`src/sv/infix_to_postfix_converter_core_macros.svh`:
```
// ----------------------------------------------------------------------------
// infix to postfix converter assertion macros
// shared concurrent assertion forms, clocked on clk, disabled in reset
// ----------------------------------------------------------------------------
`ifndef INFIX_TO_POSTFIX_CONVERTER_CORE_MACROS_SVH
`define INFIX_TO_POSTFIX_CONVERTER_CORE_MACROS_SVH

// condition holds at every edge out of reset
`define ITP_ASSERT_ALWAYS(label, cond, msg) \
	label: assert property (@(posedge clk) disable iff (!arst_n) (cond)) else $error(msg);

// consequence holds in the same cycle as the antecedent
`define ITP_ASSERT_IMP(label, ante, cons, msg) \
	label: assert property (@(posedge clk) disable iff (!arst_n) (ante) |-> (cons)) else $error(msg);

`endif

```
`src/sv/itp_pkg.sv`:
```
// ----------------------------------------------------------------------------
// itp_pkg
// types, codes and the precedence table of the infix to postfix converter
// ----------------------------------------------------------------------------
package itp_pkg;

	localparam int STACK_DEPTH = 32;
	localparam int CNT_W       = $clog2(STACK_DEPTH + 1);
	localparam int ADDR_W      = $clog2(STACK_DEPTH);
	localparam int OP_W        = 4;
	localparam int VAL_W       = 32;
	localparam int QUEUE_DEPTH = 2;
	localparam int QPTR_W      = $clog2(QUEUE_DEPTH);

	// operator codes
	localparam logic [OP_W-1:0] OP_PLUS   = 4'd0;
	localparam logic [OP_W-1:0] OP_MINUS  = 4'd1;
	localparam logic [OP_W-1:0] OP_TIMES  = 4'd2;
	localparam logic [OP_W-1:0] OP_DIVIDE = 4'd3;
	localparam logic [OP_W-1:0] OP_OPEN   = 4'd4;
	localparam logic [OP_W-1:0] OP_CLOSE  = 4'd5;
	localparam logic [OP_W-1:0] OP_END    = 4'd6;
	localparam logic [OP_W-1:0] OP_NEGATE = 4'd7;
	localparam logic [OP_W-1:0] OP_ASSIGN = 4'd8;

	// token classes beyond the operator codes
	localparam logic [OP_W-1:0] CLASS_OPERAND = 4'd9;
	localparam logic [OP_W-1:0] CLASS_START   = 4'd10;

	// result kinds
	localparam logic [1:0] KIND_OPERAND  = 2'd0;
	localparam logic [1:0] KIND_OPERATOR = 2'd1;
	localparam logic [1:0] KIND_END      = 2'd2;
	localparam logic [1:0] KIND_ERROR    = 2'd3;

	// error codes
	localparam logic [1:0] ERR_NONE     = 2'd0;
	localparam logic [1:0] ERR_CLASH    = 2'd1;
	localparam logic [1:0] ERR_OVERFLOW = 2'd2;

	typedef enum logic [1:0] {
		PR_HIGH,
		PR_LOW,
		PR_SAME,
		PR_ERR
	} prec_t;

	typedef enum logic {
		BK_EVAL,
		BK_LOAD
	} back_state_t;

	typedef struct packed {
		logic              opcode;
		logic [OP_W-1:0]   tok;
		logic [VAL_W-1:0]  operand_value;
	} queue_entry_t;

	typedef struct packed {
		logic [CNT_W-1:0] count;
		logic [OP_W-1:0]  top;
		logic             hold;
		logic             emit;
		logic             loading;
	} back_status_t;

	// rows: top of stack, columns: arriving operator
	localparam prec_t PREC_TABLE [0:8][0:8] = '{
		'{PR_HIGH, PR_HIGH, PR_LOW,  PR_LOW,  PR_LOW, PR_HIGH, PR_HIGH, PR_LOW, PR_ERR},
		'{PR_HIGH, PR_HIGH, PR_LOW,  PR_LOW,  PR_LOW, PR_HIGH, PR_HIGH, PR_LOW, PR_ERR},
		'{PR_HIGH, PR_HIGH, PR_HIGH, PR_HIGH, PR_LOW, PR_HIGH, PR_HIGH, PR_LOW, PR_ERR},
		'{PR_HIGH, PR_HIGH, PR_HIGH, PR_HIGH, PR_LOW, PR_HIGH, PR_HIGH, PR_LOW, PR_ERR},
		'{PR_LOW,  PR_LOW,  PR_LOW,  PR_LOW,  PR_LOW, PR_SAME, PR_ERR,  PR_LOW, PR_LOW},
		'{PR_HIGH, PR_HIGH, PR_HIGH, PR_HIGH, PR_ERR, PR_HIGH, PR_HIGH, PR_ERR, PR_ERR},
		'{PR_LOW,  PR_LOW,  PR_LOW,  PR_LOW,  PR_LOW, PR_ERR,  PR_SAME, PR_LOW, PR_LOW},
		'{PR_HIGH, PR_HIGH, PR_HIGH, PR_HIGH, PR_LOW, PR_HIGH, PR_HIGH, PR_LOW, PR_ERR},
		'{PR_LOW,  PR_LOW,  PR_LOW,  PR_LOW,  PR_LOW, PR_ERR,  PR_HIGH, PR_LOW, PR_LOW}
	};

	function automatic prec_t prec_lookup(input logic [OP_W-1:0] top,
			input logic [OP_W-1:0] tok);
		prec_t pr;
		if (top > OP_ASSIGN || tok > OP_ASSIGN) begin
			pr = PR_ERR;
		end else begin
			pr = PREC_TABLE[top][tok];
		end
		return pr;
	endfunction

endpackage

```
`src/sv/itp_token_if.sv`:
```
// ----------------------------------------------------------------------------
// itp_token_if
// infix token channel: valid, ready and one token per beat
// ----------------------------------------------------------------------------
interface itp_token_if;
	import itp_pkg::*;

	logic             valid;
	logic             ready;
	logic             opcode;
	logic [OP_W-1:0]  operator_code;
	logic [VAL_W-1:0] operand_value;

	modport source (output valid, output opcode, output operator_code,
		output operand_value, input ready);
	modport sink (input valid, input opcode, input operator_code,
		input operand_value, output ready);
endinterface

```
`src/sv/itp_postfix_if.sv`:
```
// ----------------------------------------------------------------------------
// itp_postfix_if
// postfix result channel: valid, ready and one result item per beat
// ----------------------------------------------------------------------------
interface itp_postfix_if;
	import itp_pkg::*;

	logic             valid;
	logic             ready;
	logic [1:0]       item_kind;
	logic [OP_W-1:0]  out_operator;
	logic [VAL_W-1:0] out_operand;
	logic [1:0]       error_code;
	logic             last_of_run;

	modport source (output valid, output item_kind, output out_operator,
		output out_operand, output error_code, output last_of_run, input ready);
	modport sink (input valid, input item_kind, input out_operator,
		input out_operand, input error_code, input last_of_run, output ready);
endinterface

```
`src/sv/infix_to_postfix_converter_core.sv`:
```
// ----------------------------------------------------------------------------
// infix_to_postfix_converter_core
// operator precedence infix to postfix conversion with an operator stack
// ----------------------------------------------------------------------------
//  channel   dir   beat
//  tokens    in    opcode, operator_code, operand_value
//  postfix   out   item_kind, out_operator, out_operand, error_code, last_of_run
//
// operands and pushes are handled in the eval state alone; matched parens
// also pass through the load state (pop and stack ram read), and so does
// every popped operator. a token that pops entries stays at the queue head
// until it ends in a push, a match, an end beat or an error.
// reset leaves the end marker on the stack; no clearing pass is needed.
// a stalled output beat holds the engine; the token queue keeps intake going.
// ----------------------------------------------------------------------------
`include "infix_to_postfix_converter_core_macros.svh"

module infix_to_postfix_converter_core (
	input  logic          clk,
	input  logic          arst_n,
	itp_token_if.sink     tokens,
	itp_postfix_if.source postfix
);
	import itp_pkg::*;

	logic          push;
	queue_entry_t  push_data;
	logic          queue_full;
	logic          head_valid;
	queue_entry_t  head;
	logic          head_pop;
	back_status_t  status;
	logic          count_ok;
	logic          at_base;

	itp_front u_front (
		.clk        (clk),
		.arst_n     (arst_n),
		.tokens     (tokens),
		.queue_full (queue_full),
		.push       (push),
		.push_data  (push_data)
	);

	itp_queue u_queue (
		.clk        (clk),
		.arst_n     (arst_n),
		.push       (push),
		.push_data  (push_data),
		.full       (queue_full),
		.head_valid (head_valid),
		.head       (head),
		.pop        (head_pop)
	);

	itp_back u_back (
		.clk        (clk),
		.arst_n     (arst_n),
		.head_valid (head_valid),
		.head       (head),
		.head_pop   (head_pop),
		.postfix    (postfix),
		.status     (status)
	);

	assign count_ok = status.count >= CNT_W'(1) && status.count <= CNT_W'(STACK_DEPTH);
	assign at_base  = !status.loading && status.count == CNT_W'(1);

	`ITP_ASSERT_ALWAYS(a_count_range, count_ok, "stack count out of range")
	`ITP_ASSERT_IMP(a_base_marker, at_base, status.top == OP_END, "stack base lost end marker")
	`ITP_ASSERT_IMP(a_hold_quiet, status.hold, !status.emit, "result produced while dropping tokens")
endmodule

```
`src/sv/itp_ram.sv`:
```
// ----------------------------------------------------------------------------
// itp_ram
// generic single write port ram with registered read
// ----------------------------------------------------------------------------
module itp_ram #(
	parameter int WIDTH = 4,
	parameter int DEPTH = 32
) (
	input  logic                     clk,
	input  logic                     we,
	input  logic [$clog2(DEPTH)-1:0] waddr,
	input  logic [WIDTH-1:0]         wdata,
	input  logic [$clog2(DEPTH)-1:0] raddr,
	output logic [WIDTH-1:0]         rdata
);
	logic [WIDTH-1:0] mem [DEPTH];

	always_ff @(posedge clk) begin
		if (we) begin
			mem[waddr] <= wdata;
		end
		rdata <= mem[raddr];
	end
endmodule

```
`src/sv/itp_front.sv`:
```
// ----------------------------------------------------------------------------
// itp_front
// token intake: tracks the previous token class and turns unary minus
// into negate before queueing
// ----------------------------------------------------------------------------
module itp_front (
	input  logic                 clk,
	input  logic                 arst_n,
	itp_token_if.sink            tokens,
	input  logic                 queue_full,
	output logic                 push,
	output itp_pkg::queue_entry_t push_data
);
	import itp_pkg::*;

	logic [OP_W-1:0] class_q;
	logic            unary;
	logic [OP_W-1:0] tok;

	assign tokens.ready = !queue_full;
	assign push         = tokens.valid && !queue_full;

	always_comb begin
		unary = class_q inside {CLASS_START, [OP_PLUS:OP_DIVIDE], OP_OPEN, OP_ASSIGN};
		tok   = tokens.operator_code;
		if (tokens.operator_code == OP_MINUS && unary) begin
			tok = OP_NEGATE;
		end
		push_data.opcode        = tokens.opcode;
		push_data.tok           = tok;
		push_data.operand_value = tokens.operand_value;
	end

	always_ff @(posedge clk or negedge arst_n) begin
		if (!arst_n) begin
			class_q <= CLASS_START;
		end else if (push) begin
			if (!tokens.opcode) begin
				class_q <= CLASS_OPERAND;
			end else if (tok == OP_END) begin
				class_q <= CLASS_START;
			end else begin
				class_q <= tok;
			end
		end
	end
endmodule

```
`src/sv/itp_queue.sv`:
```
// ----------------------------------------------------------------------------
// itp_queue
// short token queue between the intake and the stack engine
// ----------------------------------------------------------------------------
module itp_queue (
	input  logic                  clk,
	input  logic                  arst_n,
	input  logic                  push,
	input  itp_pkg::queue_entry_t push_data,
	output logic                  full,
	output logic                  head_valid,
	output itp_pkg::queue_entry_t head,
	input  logic                  pop
);
	import itp_pkg::*;

	queue_entry_t      entries [QUEUE_DEPTH];
	logic [QPTR_W-1:0] wr_q;
	logic [QPTR_W-1:0] rd_q;
	logic [QPTR_W:0]   used_q;
	logic              do_pop;

	assign full       = used_q == (QPTR_W+1)'(QUEUE_DEPTH);
	assign head_valid = used_q != '0;
	assign head       = entries[rd_q];
	assign do_pop     = pop && head_valid;

	always_ff @(posedge clk) begin
		if (push) begin
			entries[wr_q] <= push_data;
		end
	end

	always_ff @(posedge clk or negedge arst_n) begin
		if (!arst_n) begin
			wr_q   <= '0;
			rd_q   <= '0;
			used_q <= '0;
		end else begin
			if (push) begin
				wr_q <= wr_q + QPTR_W'(1);
			end
			if (do_pop) begin
				rd_q <= rd_q + QPTR_W'(1);
			end
			if (push && !do_pop) begin
				used_q <= used_q + (QPTR_W+1)'(1);
			end else if (do_pop && !push) begin
				used_q <= used_q - (QPTR_W+1)'(1);
			end
		end
	end
endmodule

```
`src/sv/itp_back.sv`:
```
// ----------------------------------------------------------------------------
// itp_back
// stack engine: operator stack in ram with the top in a register, pops one
// entry per pass and drives the postfix output register
// ----------------------------------------------------------------------------
module itp_back (
	input  logic                  clk,
	input  logic                  arst_n,
	input  logic                  head_valid,
	input  itp_pkg::queue_entry_t head,
	output logic                  head_pop,
	itp_postfix_if.source         postfix,
	output itp_pkg::back_status_t status
);
	import itp_pkg::*;

	back_state_t      state_q, state_d;
	logic [OP_W-1:0]  top_q, top_d;
	logic [CNT_W-1:0] count_q, count_d;
	logic             hold_q, hold_d;
	logic             pend_valid_q, pend_valid_d;
	logic [OP_W-1:0]  pend_op_q, pend_op_d;

	logic             out_valid_q;
	logic [1:0]       out_kind_q;
	logic [OP_W-1:0]  out_op_q;
	logic [VAL_W-1:0] out_opd_q;
	logic [1:0]       out_err_q;
	logic             out_last_q;

	logic             emit;
	logic [1:0]       e_kind;
	logic [OP_W-1:0]  e_op;
	logic [VAL_W-1:0] e_opd;
	logic [1:0]       e_err;
	logic             e_last;

	logic             can_emit;
	logic             stack_full;
	logic             quiet;
	prec_t            pr;

	logic              ram_we;
	logic [ADDR_W-1:0] ram_waddr;
	logic [ADDR_W-1:0] ram_raddr;
	logic [OP_W-1:0]   ram_rdata;

	itp_ram #(
		.WIDTH (OP_W),
		.DEPTH (STACK_DEPTH)
	) u_stack (
		.clk   (clk),
		.we    (ram_we),
		.waddr (ram_waddr),
		.wdata (head.tok),
		.raddr (ram_raddr),
		.rdata (ram_rdata)
	);

	// read address always points at the entry under the top
	assign ram_waddr  = count_q[ADDR_W-1:0];
	assign ram_raddr  = ADDR_W'(count_q - CNT_W'(2));
	assign can_emit   = !out_valid_q || postfix.ready;
	assign stack_full = count_q >= CNT_W'(STACK_DEPTH);
	assign pr         = prec_lookup(top_q, head.tok);
	// outcomes that leave no result of their own
	assign quiet      = (pr == PR_LOW && !stack_full)
		|| (pr == PR_SAME && head.tok != OP_END);

	always_comb begin
		state_d      = state_q;
		top_d        = top_q;
		count_d      = count_q;
		hold_d       = hold_q;
		pend_valid_d = pend_valid_q;
		pend_op_d    = pend_op_q;
		head_pop     = 1'b0;
		ram_we       = 1'b0;
		emit         = 1'b0;
		e_kind       = KIND_OPERAND;
		e_op         = '0;
		e_opd        = '0;
		e_err        = ERR_NONE;
		e_last       = 1'b0;
		case (state_q)
			BK_LOAD: begin
				top_d   = (count_q == CNT_W'(1)) ? OP_END : ram_rdata;
				state_d = BK_EVAL;
			end
			BK_EVAL: begin
				if (head_valid) begin
					if (!head.opcode) begin
						if (hold_q) begin
							head_pop = 1'b1;
						end else if (can_emit) begin
							emit     = 1'b1;
							e_kind   = KIND_OPERAND;
							e_opd    = head.operand_value;
							e_last   = 1'b1;
							head_pop = 1'b1;
						end
					end else if (hold_q) begin
						head_pop = 1'b1;
						if (head.tok == OP_END) begin
							hold_d  = 1'b0;
							count_d = CNT_W'(1);
							top_d   = OP_END;
						end
					end else if (pr == PR_HIGH) begin
						if (!pend_valid_q || can_emit) begin
							if (pend_valid_q) begin
								emit   = 1'b1;
								e_kind = KIND_OPERATOR;
								e_op   = pend_op_q;
							end
							pend_valid_d = 1'b1;
							pend_op_d    = top_q;
							count_d      = count_q - CNT_W'(1);
							state_d      = BK_LOAD;
						end
					end else if (quiet) begin
						if (!pend_valid_q || can_emit) begin
							if (pend_valid_q) begin
								emit         = 1'b1;
								e_kind       = KIND_OPERATOR;
								e_op         = pend_op_q;
								e_last       = 1'b1;
								pend_valid_d = 1'b0;
							end
							head_pop = 1'b1;
							if (pr == PR_LOW) begin
								ram_we  = 1'b1;
								top_d   = head.tok;
								count_d = count_q + CNT_W'(1);
							end else begin
								count_d = count_q - CNT_W'(1);
								state_d = BK_LOAD;
							end
						end
					end else if (can_emit) begin
						emit = 1'b1;
						if (pend_valid_q) begin
							e_kind       = KIND_OPERATOR;
							e_op         = pend_op_q;
							pend_valid_d = 1'b0;
						end else begin
							head_pop = 1'b1;
							e_last   = 1'b1;
							if (pr == PR_SAME) begin
								e_kind  = KIND_END;
								count_d = CNT_W'(1);
								top_d   = OP_END;
							end else begin
								e_kind = KIND_ERROR;
								e_err  = (pr == PR_LOW) ? ERR_OVERFLOW : ERR_CLASH;
								if (head.tok == OP_END) begin
									count_d = CNT_W'(1);
									top_d   = OP_END;
								end else begin
									hold_d = 1'b1;
								end
							end
						end
					end
				end
			end
			default: begin
				state_d = BK_EVAL;
			end
		endcase
	end

	always_ff @(posedge clk or negedge arst_n) begin
		if (!arst_n) begin
			state_q      <= BK_EVAL;
			top_q        <= OP_END;
			count_q      <= CNT_W'(1);
			hold_q       <= 1'b0;
			pend_valid_q <= 1'b0;
			out_valid_q  <= 1'b0;
		end else begin
			state_q      <= state_d;
			top_q        <= top_d;
			count_q      <= count_d;
			hold_q       <= hold_d;
			pend_valid_q <= pend_valid_d;
			if (emit) begin
				out_valid_q <= 1'b1;
			end else if (postfix.ready) begin
				out_valid_q <= 1'b0;
			end
		end
	end

	always_ff @(posedge clk) begin
		pend_op_q <= pend_op_d;
		if (emit) begin
			out_kind_q <= e_kind;
			out_op_q   <= e_op;
			out_opd_q  <= e_opd;
			out_err_q  <= e_err;
			out_last_q <= e_last;
		end
	end

	assign postfix.valid        = out_valid_q;
	assign postfix.item_kind    = out_kind_q;
	assign postfix.out_operator = out_op_q;
	assign postfix.out_operand  = out_opd_q;
	assign postfix.error_code   = out_err_q;
	assign postfix.last_of_run  = out_last_q;

	assign status.count   = count_q;
	assign status.top     = top_q;
	assign status.hold    = hold_q;
	assign status.emit    = emit;
	assign status.loading = state_q == BK_LOAD;
endmodule

```
`src/flat_wrapper.sv`:
```
// flat-port wrapper written by rule: the top's interface ports become plain ports
module infix_to_postfix_converter_core_flat import itp_pkg::*;
  (clk, arst_n, tokens_valid, tokens_opcode, tokens_operator_code, tokens_operand_value, tokens_ready, postfix_valid, postfix_item_kind, postfix_out_operator, postfix_out_operand, postfix_error_code, postfix_last_of_run, postfix_ready);
  itp_token_if tokens_i ();
  itp_postfix_if postfix_i ();
  input  logic clk;
  input  logic arst_n;
  input wire logic [$bits(tokens_i.valid)-1:0] tokens_valid;
  input wire logic [$bits(tokens_i.opcode)-1:0] tokens_opcode;
  input wire logic [$bits(tokens_i.operator_code)-1:0] tokens_operator_code;
  input wire logic [$bits(tokens_i.operand_value)-1:0] tokens_operand_value;
  output wire logic [$bits(tokens_i.ready)-1:0] tokens_ready;
  output wire logic [$bits(postfix_i.valid)-1:0] postfix_valid;
  output wire logic [$bits(postfix_i.item_kind)-1:0] postfix_item_kind;
  output wire logic [$bits(postfix_i.out_operator)-1:0] postfix_out_operator;
  output wire logic [$bits(postfix_i.out_operand)-1:0] postfix_out_operand;
  output wire logic [$bits(postfix_i.error_code)-1:0] postfix_error_code;
  output wire logic [$bits(postfix_i.last_of_run)-1:0] postfix_last_of_run;
  input wire logic [$bits(postfix_i.ready)-1:0] postfix_ready;
  assign tokens_i.valid = tokens_valid;
  assign tokens_i.opcode = tokens_opcode;
  assign tokens_i.operator_code = tokens_operator_code;
  assign tokens_i.operand_value = tokens_operand_value;
  assign tokens_ready = tokens_i.ready;
  assign postfix_valid = postfix_i.valid;
  assign postfix_item_kind = postfix_i.item_kind;
  assign postfix_out_operator = postfix_i.out_operator;
  assign postfix_out_operand = postfix_i.out_operand;
  assign postfix_error_code = postfix_i.error_code;
  assign postfix_last_of_run = postfix_i.last_of_run;
  assign postfix_i.ready = postfix_ready;
  infix_to_postfix_converter_core u_core (.clk(clk), .arst_n(arst_n), .tokens(tokens_i), .postfix(postfix_i));
endmodule
```
`config.mk`:
```
export PLATFORM = sky130hd
export DESIGN_NAME = infix_to_postfix_converter_core_flat
export DESIGN_NICKNAME = d
export VERILOG_FILES = /design/src/sv/itp_pkg.sv /design/src/sv/itp_token_if.sv /design/src/sv/itp_postfix_if.sv /design/src/sv/infix_to_postfix_converter_core.sv /design/src/sv/itp_ram.sv /design/src/sv/itp_front.sv /design/src/sv/itp_queue.sv /design/src/sv/itp_back.sv /design/src/flat_wrapper.sv
export VERILOG_INCLUDE_DIRS = /design/src /design/src/sv
export SDC_FILE = /design/constraint.sdc
export NUM_CORES = 1
export LEC_CHECK = 0
export ABC_AREA = 0
export BUFFER_PORTS_ARGS = -buffer_cell sky130_fd_sc_hd__buf_4
export CORE_ASPECT_RATIO = 2
export CORE_UTILIZATION = 35
export CTS_CLUSTER_SIZE = 16
export DETAILED_ROUTE_END_ITERATION = 6
export HOLD_SLACK_MARGIN = 0.1
export PLACE_DENSITY = 0.56
export SYNTH_ARGS = -nofsm -noshare
export SYNTH_HDL_FRONTEND = slang
export SYNTH_SLANG_ARGS = --single-unit
```
`constraint.sdc`:
```
create_clock -name clk -period 4.06 [get_ports clk]
set_input_delay 0.609 -clock clk [delete_from_list [all_inputs] [get_ports clk]]
set_output_delay 0.609 -clock clk [all_outputs]
set_load 0.05 [all_outputs]
```
* Word level (Yosys, flattened, before mapping)
Memory sizes are Yosys's and may differ from the RTL's. A register that Yosys moved wholly into a read port is not among the register bits.
Cells that the tools add are included.
** Cells by class
- $add $sub $neg :: 7
- $lt $le $gt $ge :: 7
- Equality and inequality tests :: 23
- Muxes and demuxes :: 105
- Bitwise operators :: 7
- Reductions and logical operators :: 34
** Operator list (number)
- $mux W4 :: 20
- $mux W1 :: 60
- $mux W6 :: 10
- $mux W18 :: 2
- $reduce_and A7 Y1 :: 3
- $mux W2 :: 10
- $ne A4 B4 Y1 const B :: 4
- $eq A4 B3 Y1 const B :: 3
- $ge A5 B5 Y1 const B :: 2
- $not A4 Y5 :: 2
- $reduce_or A9 Y1 :: 1
- $bmux W2 S4 :: 1
- $eq A4 B4 Y1 const B :: 2
- $gt A4 B4 Y1 const B :: 2
- $logic_and A1 B1 Y1 :: 8
- $pmux W4 S2 :: 1
- $reduce_bool A4 Y1 :: 2
- $add A6 B1 Y6 const B :: 1
- $eq A6 B1 Y1 const B :: 1
- $ge A6 B6 Y1 const B :: 1
- $logic_not A1 Y1 :: 6
- $ne A2 B1 Y1 const B :: 3
- $ne A3 B2 Y1 const B :: 2
- $reduce_and A6 Y1 :: 1
- 24 further kinds :: 35
** Word-level totals
- Flip-flop bits (word level) :: 67
- Memory bits (writable) :: 202
- Bits in read-only memories :: 288
- Bits of input ports :: 41
- Word-level logic and storage cells :: 202
- Memories kept :: 3
** Memories
- (name not given) :: depth 16, bits a word 18, read ports 1, clocked after memory_dff 0, wr ports 0, line itp_pkg.sv:86 : pr = PREC_TABLE[top][tok];
- u_core.u_back.u_stack.mem :: depth 32, bits a word 4, read ports 1, clocked after memory_dff 1, wr ports 1, line itp_ram.sv:16 : logic [WIDTH-1:0] mem [DEPTH];
- u_core.u_queue.entries :: depth 2, bits a word 37, read ports 1, clocked after memory_dff 0, wr ports 1, line itp_queue.sv:17 : queue_entry_t entries [QUEUE_DEPTH];

* Depth between registers and ports, before layout
- Depth in word-level cells :: 21
- Depth in mapped cells :: 14
- Mapped depth without buffers :: 13

* Cells and area by module
A second synthesis with hierarchy kept.
** Second synthesis, totals
- Cell total of the unflattened synthesis :: 732
- Area total of the unflattened synthesis :: 11791.3 um^2
** By module, submodules not included
- itp_ram :: times used 1, cells an instance 231, area an instance 5138.7 um^2, seq. area each 3923.8 um^2
- itp_back :: times used 1, cells an instance 306, area an instance 3195.6 um^2, seq. area each 1705.4 um^2
- itp_queue :: times used 1, cells an instance 131, area an instance 2941.6 um^2, seq. area each 2322.2 um^2
- itp_front :: times used 1, cells an instance 64, area an instance 515.5 um^2, seq. area each 102.6 um^2

* Worst setup path before layout
OpenSTA, ideal clock, no wires.
- Path kind :: flip-flop to flip-flop
- From :: register u_core.u_queue.rd_q
- To :: register u_core.u_back.out_err_q[0] (netlist: u_core.u_back.postfix.error_code[0]), enable pin
- Setup time :: 0.465 ns
- Data arrival time :: 3.995 ns
- Path slack :: -0.400 ns
- Stages on the path, launching flop included :: 8
- Path buffers :: 1
- Clock period less this slack :: 4.460 ns
- Cell sequence :: dfrtp_1 buf_6 mux2i_1 inv_1 nor4_1 o211a_1 a21oi_1 a31oi_1
** RTL lines
- start, declared :: line itp_queue.sv:19 : logic [QPTR_W-1:0] rd_q;
- start signal, assigned :: line itp_queue.sv:44 : rd_q <= rd_q + QPTR_W'(1);
- end signal, assigned :: line itp_back.sv:201 : out_err_q <= e_err;
- end, declared :: line itp_back.sv:28 : logic [1:0] out_err_q;

* Worst setup path in the final report
- From :: register u_core.u_back.top_q[2]
- To :: memory u_core.u_back.u_stack.mem[24][1], enable pin
** On the way
- Word-level cells in the longest chain between the ends :: 19
- Elaborated cells on any way between the ends :: 26
** RTL lines
- start, declared :: line itp_back.sv:18 : logic [OP_W-1:0] top_q, top_d;
- start signal, assigned :: line itp_back.sv:183 : top_q <= top_d;
- $not A4 Y5 (not written as such) :: line itp_pkg.sv:86
- $mem_v2 Z16 W18
- $mux W18 (not written as such) (2 in a row) :: line itp_pkg.sv:86
- $bmux W2 S4 :: line itp_pkg.sv:86
- $mux W2 (not written as such) (2 in a row) :: line itp_pkg.sv:86
- $mux W2 (*) :: line itp_pkg.sv:83 : if (top > OP_ASSIGN || tok > OP_ASSIGN) begin
- $eq A2 B1 Y1 or $eq A2 B2 Y1 (tied branches) :: line itp_back.sv:67, itp_back.sv:131, itp_back.sv:68
- $mux W1 (tied with other cells) :: line itp_back.sv:131 : if (pr == PR_LOW) begin
- $mux W1 or $logic_or A1 B1 Y1 (tied branches) :: line itp_back.sv:122, itp_back.sv:68
- $mux W1 :: line itp_back.sv:121 : end else if (quiet) begin
- $mux W1 (*) :: line itp_back.sv:109 : end else if (pr == PR_HIGH) begin
- $mux W1 (*) :: line itp_back.sv:102 : end else if (hold_q) begin
- $mux W1 (*) :: line itp_back.sv:92 : if (!head.opcode) begin
- $mux W1 (*) :: line itp_back.sv:91 : if (head_valid) begin
- $mux W1 (*) :: line itp_back.sv:85 : case (state_q)
- $mux W1 (*) :: line itp_ram.sv:19 : if (we) begin
- $mux W1 (not written as such) (*) :: line itp_ram.sv:20 : mem[waddr] <= wdata;
- end, declared :: line itp_ram.sv:16
Mark *: on every way between the ends. The rest lies on a longest branch, timed or not. The select of a mux whose other input is x is not followed.

==> flow_summary.json <==
{
  "min_from": "tokens_operand_value[18]",
  "yosys_warnings": 0,
  "tns_ps": 0,
  "drt_iter0_markers": 359,
  "maxCapViolations": 0,
  "p_leak_nw": 4.64,
  "cts_buffer_depth": 3,
  "reg2reg_setup_slack_ps": 700,
  "clk_pin_slew_worst_paths_ps": 70,
  "initial_core_util": 0.356,
  "end_kind": "register",
  "layout_commonest_cell": "edfxtp_1",
  "ys.flop_type": "edfxtp_1",
  "overflow": 0,
  "min_period_ps": 3360,
  "dp_hpwl_mm": 18.3,
  "rsz0062_at_grt": "no",
  "layout.area.seq_um2": 8060,
  "die_h_um": 256,
  "irDropWorstVdd_v": 0.000546,
  "max_freq_ghz": 0.298,
  "dpl-instance-area_um2": 12500,
  "power_density_nw_per_um2": 744,
  "diodes": 0,
  "multi_input_area_um2": 3050,
  "period_share": 0.827,
  "min_delay_path_depth": 1,
  "reg2regPathDepth": 8,
  "synth_edf_count": 247,
  "hold_path_class": "in2reg",
  "synthCells": 690,
  "n_fill_cell": 2839,
  "grt_pass1_vias": 6671,
  "coreArea_um2": 31700,
  "ys_top_cells_by_area": "edfxtp_1, mux4_2, dfrtp_1, mux2i_1, nor2_1",
  "synth_cell_types": 69,
  "maxSlewViolCount": 0,
  "clkSinkCount": 273,
  "firstDrtPassIters": 4,
  "numCtsBuffers": 23,
  "whs_endpoint": "u_core.u_queue.entries[1][18]$_DFFE_PP_",
  "die_x_um": 129,
  "drive_above_1_share": 0.266,
  "clockRootBuffer": "clkbuf_16",
  "fin_skew_ps": 13.6,
  "final_cell_mix": "edfxtp_1, buf_4, nor2_1",
  "required_ps": 4250,
  "ctsHoldBuffers": 1,
  "row_count": 92,
  "synth_top_area_frac": 0.657,
  "grt_max_degree": 38,
  "antenna_found_initial": 0,
  "final_core_util": 0.420,
  "synth.avg_cell_area_um2": 16.4,
  "synthArstFlopShare": 0.0806,
  "totalPowerFinal_mw": 9.90,
  "post_cts.repair.setup_buffers": 0,
  "hold_viol": 0,
  "routedWlPerCell_um": 20.8,
  "grt_usage": 0.164,
  "drt_wl_total_mm": 25.7,
  "worstSetupPathType": "reg2reg",
  "vias_per_cell": 5.01,
  "route.vias.total": 6183,
  "htree_num_levels": 1,
  "io_buffers": 83,
  "clk_latency_ps": 530,
  "ys_seq_area_frac": 0.714,
  "nets": 843,
  "fin_area_um2": 13300,
  "drcViolationCount": 0,
  "startpoint_type": "register",
  "max_slew_margin": 0.354,
  "synth-seq-cells": 273,
  "io_pins": 84,
  "reg2reg_from": "u_core.u_back.top_q[2]$_DFFE_PN1P_",
  "status": "completed",
  "synth_top_area_cell": "edfxtp_1",
  "ant_nets": 0,
  "worst_pin_slew_ps": 969,
  "cts_tree": "done",
  "arrival_ps": 3550,
  "syn_area_um2": 11300,
  "place.gp.congestion": 0.855,
  "crit_path_max_fanout": 10,
  "setup_violations": 0,
  "dieArea_um2": 33000,
  "syn_to_final_growth_pct": 17.8,
  "grt_pass1_wl_mm": 39.8,
  "synthesis.nets": 739,
  "r2r-end": "u_core.u_back.u_stack.mem[24][1]$_DFFE_PP_",
  "cts_resized": 0
}
## worst max-delay path: stages (launching register included)
cell and delay, ps:
dfstp_2 620, nor2b_1 290, o221ai_1 190, a221o_1 450, a211o_1 420, nor2_1 350, nand3_1 180, buf_4 210
nor2_1 310
## cell type report
type	count	area share
sequential	273	0.606
multi-input combinational	367	0.229
timing repair buffer	112	0.0644
clock buffer	27	0.0444
tap	423	0.0398
clock inverter	15	0.0114
inverter	17	0.00480
## synth_stat cells (4+ instances only)
cell type	instances
a21oi_1	11
and3_1	6
edfxtp_1	247
or2_2	5
a31oi_1	4
dfrtp_1	17
buf_1	6
nor4_1	4
ha_1	8
nand2_1	25
dfxtp_1	4
nor2_1	90
xnor2_1	7
mux2i_1	39
xor2_1	4
or3_1	4
dfstp_2	5
mux4_2	40
a211o_1	4
inv_1	15
o22ai_1	7
nand3_1	15
clkbuf_1	23
mux2_2	7
nor3_1	13
o21ai_0	12
nand2b_1	4
o21a_1	4
## cells by family (layout without fill, tap and decap cells)
group | Yosys count | in the layout | synth area share
simple gates | 182 | 182 | 0.0747
buf+inv | 50 | 171 | 0.0182
xor+xnor | 11 | 11 | 0.00854
compound gates | 79 | 79 | 0.0530
fa+ha+maj | 8 | 8 | 0.00887
flops | 273 | 273 | 0.714
mux | 87 | 87 | 0.123
## flip-flops by register name, summed over array words and instances, names as in the netlist
name	flops
u_core.u_back.state_q	1
u_core.u_front.class_q	4
u_core.u_back.u_stack.rdata	4
u_core.u_back.postfix.valid	1
u_core.u_queue.used_q	2
u_core.u_back.postfix.out_operator	4
u_core.u_back.pend_op_q	4
u_core.u_back.postfix.last_of_run	1
u_core.u_back.pend_valid_q	1
u_core.u_queue.wr_q	1
u_core.u_back.u_stack.mem	128
u_core.u_queue.rd_q	1
u_core.u_queue.entries	74
u_core.u_back.postfix.item_kind	2
u_core.u_back.postfix.error_code	2
u_core.u_back.top_q	4
u_core.u_back.hold_q	1
u_core.u_back.count_q	6
u_core.u_back.postfix.out_operand	32
## routing by layer
layer / global-route usage / vias up / wire (um)
met5: 0 / - / 0
met4: 0.0585 / 0 / 674
met1: 0.156 / 3145 / 8390
met3: 0.0173 / 35 / 760
met2: 0.342 / 117 / 15900
li1: - / 2886 / -
## worst max path at each step
stage                                  startpoint                                                end  slack, ps  depth (start not counted)
4_1_cts           u_core.u_queue.rd_q$_DFFE_PN0P_         u_core.u_back.u_stack.mem[24][0]$_DFFE_PP_        700                          9
5_1_grt           u_core.u_queue.rd_q$_DFFE_PN0P_               u_core.u_queue.used_q[1]$_DFFE_PN0P_        460                         12
2_1_floorplan     u_core.u_queue.rd_q$_DFFE_PN0P_  u_core.u_back.postfix.error_code[0]$_SDFFCE_PP0P_        450                          7
6_report       u_core.u_back.top_q[2]$_DFFE_PN1P_         u_core.u_back.u_stack.mem[24][1]$_DFFE_PP_        700                          8
3_5_place_dp      u_core.u_queue.rd_q$_DFFE_PN0P_         u_core.u_back.u_stack.mem[24][2]$_DFFE_PP_        740                          9
3_3_place_gp      u_core.u_queue.rd_q$_DFFE_PN0P_               u_core.u_queue.used_q[1]$_DFFE_PN0P_        740                         12
## stage by stage
| step | instances | hold slack (ps) | worst slack (ps) |
|---|---|---|---|
| detailed placement | 1191 | 451 | 735 |
| floorplan | 690 | 313 | 446 |
| CTS | 1234 | 231 | 703 |
| finish | 1234 | 257 | 703 |
| global placement | 1191 | 445 | 739 |
| global route | 1234 | 241 | 461 |
## power breakdown
| group | total [mW] | internal [mW] | switching [mW] |
|---|---|---|---|
| logic | 3.58 | 1.31 | 2.27 |
| clock network | 2.22 | 1.24 | 0.979 |
| registers | 4.10 | 3.79 | 0.313 |
No activity file was read; power rests on OpenSTA's default activity.
